$ cat src/rtl/dodc_pkg.sv
`timescale 1ns / 1ps
// shared types and constants for the dag orientation degree counter
// no dependencies; used by dodc_ctrl, dodc_dp and the top level
package dodc_pkg;

	localparam int MAX_NODES = 1024;
	localparam int NODE_W    = $clog2(MAX_NODES);
	localparam int CNT_W     = 16;
	localparam int EDGES_W   = 32;
	localparam int LIMIT_W   = 11;
	localparam int ADDR_W    = 3;
	localparam int DATA_W    = 32;

	localparam logic [CNT_W-1:0]   CNT_MAX   = {CNT_W{1'b1}};
	localparam logic [EDGES_W-1:0] EDGES_MAX = {EDGES_W{1'b1}};
	localparam logic [LIMIT_W-1:0] LIMIT_RST = LIMIT_W'(MAX_NODES);

	// request kinds
	localparam logic REQ_EDGE  = 1'b0;
	localparam logic REQ_QUERY = 1'b1;

	// result status codes
	localparam logic [1:0] ST_OK        = 2'd0;
	localparam logic [1:0] ST_SELF_LOOP = 2'd1;
	localparam logic [1:0] ST_RANGE     = 2'd2;

	// register indexes (paddr[2])
	localparam logic REG_ORIENT = 1'b0;
	localparam logic REG_LIMIT  = 1'b1;

	typedef struct packed {
		logic              req_type;
		logic [NODE_W-1:0] node_a;
		logic [NODE_W-1:0] node_b;
	} req_t;

	typedef struct packed {
		logic [1:0]         status;
		logic [NODE_W-1:0]  edge_src;
		logic [NODE_W-1:0]  edge_dst;
		logic [CNT_W-1:0]   in_count;
		logic [CNT_W-1:0]   out_count;
		logic [CNT_W:0]     total_degree;
		logic [EDGES_W-1:0] edges_accepted;
	} rsp_t;

	// controller to datapath
	typedef struct packed {
		logic              load;
		logic              rd;
		logic              commit;
		logic              clr_wr;
		logic [NODE_W-1:0] clr_addr;
	} dp_cmd_t;

	// datapath to controller
	typedef struct packed {
		logic out_busy;
	} dp_sts_t;

endpackage

$ cat src/rtl/dodc_ctrl.sv
`timescale 1ns / 1ps
// controller: clearing sweep after reset and per-beat read / write sequencing
// depends on dodc_pkg
module dodc_ctrl (
	input  logic               clk,
	input  logic               arst_n,
	input  logic               req_valid,
	output logic               req_ready,
	input  dodc_pkg::dp_sts_t  sts,
	output dodc_pkg::dp_cmd_t  cmd
);

	typedef enum logic [1:0] {S_CLEAR, S_IDLE, S_READ, S_WRITE} state_t;

	state_t                         state_q;
	logic [dodc_pkg::NODE_W-1:0]    clr_cnt_q;
	logic                           rdy_q;

	always_ff @(posedge clk or negedge arst_n) begin
		if (!arst_n) begin
			state_q   <= S_CLEAR;
			clr_cnt_q <= '0;
			rdy_q     <= 1'b0;
		end else begin
			unique case (state_q)
				S_CLEAR: begin
					clr_cnt_q <= clr_cnt_q + 1'b1;
					if (clr_cnt_q == dodc_pkg::NODE_W'(dodc_pkg::MAX_NODES - 1)) begin
						state_q <= S_IDLE;
						rdy_q   <= 1'b1;
					end
				end
				S_IDLE: begin
					if (req_valid) begin
						state_q <= S_READ;
						rdy_q   <= 1'b0;
					end
				end
				S_READ: begin
					state_q <= S_WRITE;
				end
				S_WRITE: begin
					if (!sts.out_busy) begin
						state_q <= S_IDLE;
						rdy_q   <= 1'b1;
					end
				end
			endcase
		end
	end

	assign req_ready = rdy_q;

	always_comb begin
		cmd          = '0;
		cmd.load     = (state_q == S_IDLE) && req_valid;
		cmd.rd       = (state_q == S_READ);
		cmd.commit   = (state_q == S_WRITE) && !sts.out_busy;
		cmd.clr_wr   = (state_q == S_CLEAR);
		cmd.clr_addr = clr_cnt_q;
	end

endmodule

$ cat config.mk
export PLATFORM = sky130hd
export DESIGN_NAME = dodc_ctrl
export DESIGN_NICKNAME = d
export VERILOG_FILES = /design/src/rtl/dodc_pkg.sv /design/src/rtl/dodc_ctrl.sv
export SDC_FILE = /design/constraint.sdc
export NUM_CORES = 1
export LEC_CHECK = 0
export ABC_AREA = 1
export BUFFER_PORTS_ARGS = -buffer_cell sky130_fd_sc_hd__buf_2
export CAP_MARGIN = 25
export CORE_MARGIN = 1.5
export CORE_UTILIZATION = 45
export DETAILED_ROUTE_END_ITERATION = 8
export PLACE_DENSITY = 0.7
export SETUP_SLACK_MARGIN = 0.15
export SLEW_MARGIN = 40
export SYNTH_ARGS = -nofsm -noshare
export SYNTH_HDL_FRONTEND = slang
export SYNTH_SLANG_ARGS = --single-unit
$ cat constraint.sdc
create_clock -name clk -period 1.8 [get_ports clk]
set_clock_uncertainty 0.1 [all_clocks]
set_input_delay 0.27 -clock clk [delete_from_list [all_inputs] [get_ports clk]]
set_output_delay 0.27 -clock clk [all_outputs]
set_load 0.01 [all_outputs]
# == Yosys cells after proc, flatten, opt, wreduce, memory -nomap -nowiden ==
# Index checks and enable logic that the tools add are counted.
# totals
regBits,13
inputBits,4
# classes
muxes,8
eq_ne,7
n_reduce_logical,7
n_addsub,1
# op_table
op,n
"adder 10 x 1 -> 10 bit, second input constant",1
"equality test 10 bit, second input constant",1
case mux 2 bit (4 select lines),1
2-to-1 mux 2 bit,3
"equality test 2 bit, second input constant",2
"!= test 2 bit, second input constant",2
AND reduction 4 bit,1
2-to-1 mux 1 bit,3
case mux 1 bit (3 select lines),1
AND reduction 3 bit,1
nonzero test 3 bit,1
"equality test 2 x 1 -> 1 bit, second input constant",1
logical AND 1 bit,2
logical NOT 2 bit,1
"!= test 2 x 1 -> 1 bit, second input constant",1
logical NOT 1 bit,1

# == Longest topological paths before layout ==
# logic_depth
depth_word,3
depth_mapped,10
ltp_nobuf,9

# == Worst setup path before layout ==
# Ideal clock, no wire load.
# synth_path
path_type,register -> register
from,reg state_q[0]
to,reg clr_cnt_q[9] (netlist bit)
path_buffers,1
synth_period_minus_slack_ns,1.517
stages_incl_launch_ff,10
path_slack_ns,0.283
required_time_ns,1.575
t_arrival_ns,1.292
cell_sequence,dfrtp_1 > inv_1 > ha_1 > buf_6 > nand2_4 > nor2_4 > nand2_2 > inv_2 > nand3_2 > xnor2_1
# synth_rtl
element,line,text
start: declaration,dodc_ctrl.sv:15,state_t state_q;
start signal: assignment,dodc_ctrl.sv:21,state_q <= S_CLEAR;
start signal: assignment,dodc_ctrl.sv:29,state_q <= S_IDLE;
start signal: assignment,dodc_ctrl.sv:35,state_q <= S_READ;
end signal: assignment,dodc_ctrl.sv:27,clr_cnt_q <= clr_cnt_q + 1'b1;
end: declaration,dodc_ctrl.sv:16,logic [dodc_pkg::NODE_W-1:0] clr_cnt_q;

==> impl_metrics.toml <==
[timing]
whs_ns = 0.251
fmax_mhz = 606
finalHoldViolCount = 0
finalSetupTns_ns = 0
setup_viol = 0
post-route-period-util = 0.916
period_minus_slack_ns = 1.65
relSlewSlack = 0.802
rsz0062_at_grt = "true"
drv_slew = 0
worst_pin_slew_ns = 0.297

[power_and_ir_drop]
power_density_mw_per_mm2 = 555
seq_power_share = 0.602
power_leakage_nw = 0.481
internal_power_w = 0.000381
swShare = 0.213
p_clk_frac = 0.374
peakVddDrop_mv = 0.335
power.total_w = 0.000484
comb_power_share = 0.023
p_switching_w = 0.000103

[global_route]
grt_pass1_wl_mm = 2.17
grt_usage = 0.158
antenna_found_initial = 0
grt_overflow = 0
grt_pass1_vias = 500
grt_max_degree = 14

[clock_network]
clock-sinks = 13
cts_tree = "built"
root_buffer = "clkbuf_4"
clock_latency_ns = 0.27
clock_path_buffers = 2
post_cts_buffers = 0
htreeDepth = 1
cts_buffers = 3
clkTransAtPathRegs_ns = 0.08

[die]
io_pins = 19
start_util = 0.483
dieArea_mm2 = 0.00189
die_h_um = 43.4
die_w_um = 43.4
coreArea_mm2 = 0.00152
rows = 14

[hold_path]
min_path_type = "in -> reg"
min_from = "sts"
hold_end = "state_q[1]$_DFFE_PN0P_"
hold_path_depth = 4

[synthesis]
yosys-top-cells-area = "dfrtp_1 (44%), nand2_1 (8.7%), ha_1 (8.5%)"
yosysTopAreaCellShare = 0.442
avgSynthCellArea_um2 = 9.31
yosysTopAreaCell = "dfrtp_1"
netlist_area_um2 = 736
ys_types = 20
synthesis.nets = 88
yosysSeqAreaShare = 0.442
yosys_warnings = 0
synth_cells = 79
ys_seq_elements = 13

[worst_setup_path]
crit_type = "reg -> out"
ff2ff_setup_slack_ns = 0.24
reg2reg_to = "clr_cnt_q[9]$_DFFE_PN0N_"
worst-r2r-cell-count = 8
r2r-start = "state_q[0]$_DFFE_PN0P_"
critPathCaptureType = "primary output"
critPathMaxFanout = 8
start_kind = "flop"
required_ns = 1.43
arrival_ns = 1.28

[cells_and_area]
nets = 111
final_common_cell = "buf_2"
diodes = 0
fin_area_um2 = 873
fillers = 137
drive_gt1_frac = 0.356
area_growth_pct = 18.7
final_cell_mix = "buf_2 (18), nand2_1 (17), dfrtp_1 (13)"

[placed_design]
place.gp.congestion = 0.807
hpwlAfterDp_um = 965
portBuffers = 18
placed_area_um2 = 835

[route]
drtPass1Iterations = 4
drtIter0Drc = 7
avgRoutedWirePerCell_um = 11.1
drt.antenna.violating_nets = 0
drcViolationCount = 0
routed_via_density = 4.71
dr_total_vias = 551
wirelength_mm = 1.30

[run]
max_cap_violations = 0

[status]
outcome = "finished, final reports clean"
## what timing repair did
action,4_1_cts,5_1_grt
hold buffers,1,0
gates resized for setup,1,0
endpoints found under the hold margin,13,0
setup endpoints to repair,1,4
## power by group through the flow
stage | Sequential, W | Combinational [W] | Clock, W
after floorplan | 0.000298 | 0.0000000263 | 0
after global placement | 0.000298 | 0.00000965 | 0
after detailed placement | 0.000298 | 0.0000100 | 0
after CTS | 0.000292 | 0.0000117 | 0.000190
after global routing | 0.000292 | 0.0000129 | 0.000199
final | 0.000292 | 0.0000113 | 0.000181
## synth_stat cells
library cell,instances
o21ai_1,1
xor2_1,2
nand3_1,4
buf_6,1
o22ai_1,1
a21oi_4,1
nor2_4,2
xnor2_1,5
nor2_2,1
o21ai_2,1
nand4_1,1
nor2_1,3
inv_2,2
dfrtp_1,13
nand2_2,4
nand2_1,17
ha_1,5
inv_1,12
nand2_4,1
nand3_2,2
## worst max path at each step
| stage | from | cells after the start | slack, ns | to |
|---|---|---|---|---|
| final | state_q[0]$_DFFE_PN0P_ | 3 | 0.15 | cmd[10] |
| after global routing | state_q[0]$_DFFE_PN0P_ | 3 | 0.09 | cmd[10] |
| after CTS | state_q[0]$_DFFE_PN0P_ | 3 | 0.16 | cmd[10] |
| after detailed placement | state_q[0]$_DFFE_PN0P_ | 8 | 0.18 | clr_cnt_q[9]$_DFFE_PN0N_ |
| after global placement | state_q[0]$_DFFE_PN0P_ | 8 | 0.23 | clr_cnt_q[9]$_DFFE_PN0N_ |
| after floorplan | state_q[0]$_DFFE_PN0P_ | 9 | 0.28 | clr_cnt_q[9]$_DFFE_PN0N_ |
## worst max-delay path, cell delays in order (launching register included)
cell and delay (ns):
dfrtp_1 0.42, inv_1 0.11, ha_2 0.30, buf_2 0.18
## area by class of cell
| type | instances | area, um2 | share of cell area |
|---|---|---|---|
| multi-input cells | 51 | 349 | 0.400 |
| flip-flops and latches | 13 | 325 | 0.372 |
| repair buffers | 19 | 100 | 0.115 |
| inverters | 14 | 52.6 | 0.0602 |
| clock buffers | 4 | 26.3 | 0.0301 |
| well taps | 16 | 20.0 | 0.0229 |
## flip-flops by register name, indices dropped and copies added, names as in the netlist
name / flops
clr_cnt_q: 10
state_q: 2
req_ready: 1
## stage by stage
step / worst slack (ns) / instances / util
after CTS: 0.158 / 117 / 0.573
after global placement: 0.234 / 112 / 0.548
after floorplan: 0.283 / 79 / -
after detailed placement: 0.184 / 112 / 0.548
after global routing: 0.0875 / 117 / 0.573
final: 0.151 / 117 / 0.573
## metal layers
| layer | up-vias | global-route usage | wire [um] | part of all wire |
|---|---|---|---|---|
| met3 | 5 | 0.0250 | 51 | 0.039 |
| met4 | 0 | 0.109 | 34 | 0.026 |
| met1 | 246 | 0.221 | 674 | 0.52 |
| met5 | - | 0 | 0 | 0 |
| li1 | 285 | - | - | - |
| met2 | 15 | 0.224 | 535 | 0.41 |
## cell families (layout without fill, tap and decap cells)
family                   count (synthesis)  in the layout  synth area share
AND/OR/NAND/NOR                         35             35             0.253
adder cells (fa/ha/maj)                  5              5            0.0850
buffers and inverters                   15             37            0.0867
AO/OA/AOI/OAI                            4              4            0.0493
flip-flops                              13             13             0.442
XOR/XNOR                                 7              7            0.0833
(Power assumes the default switching activity.)
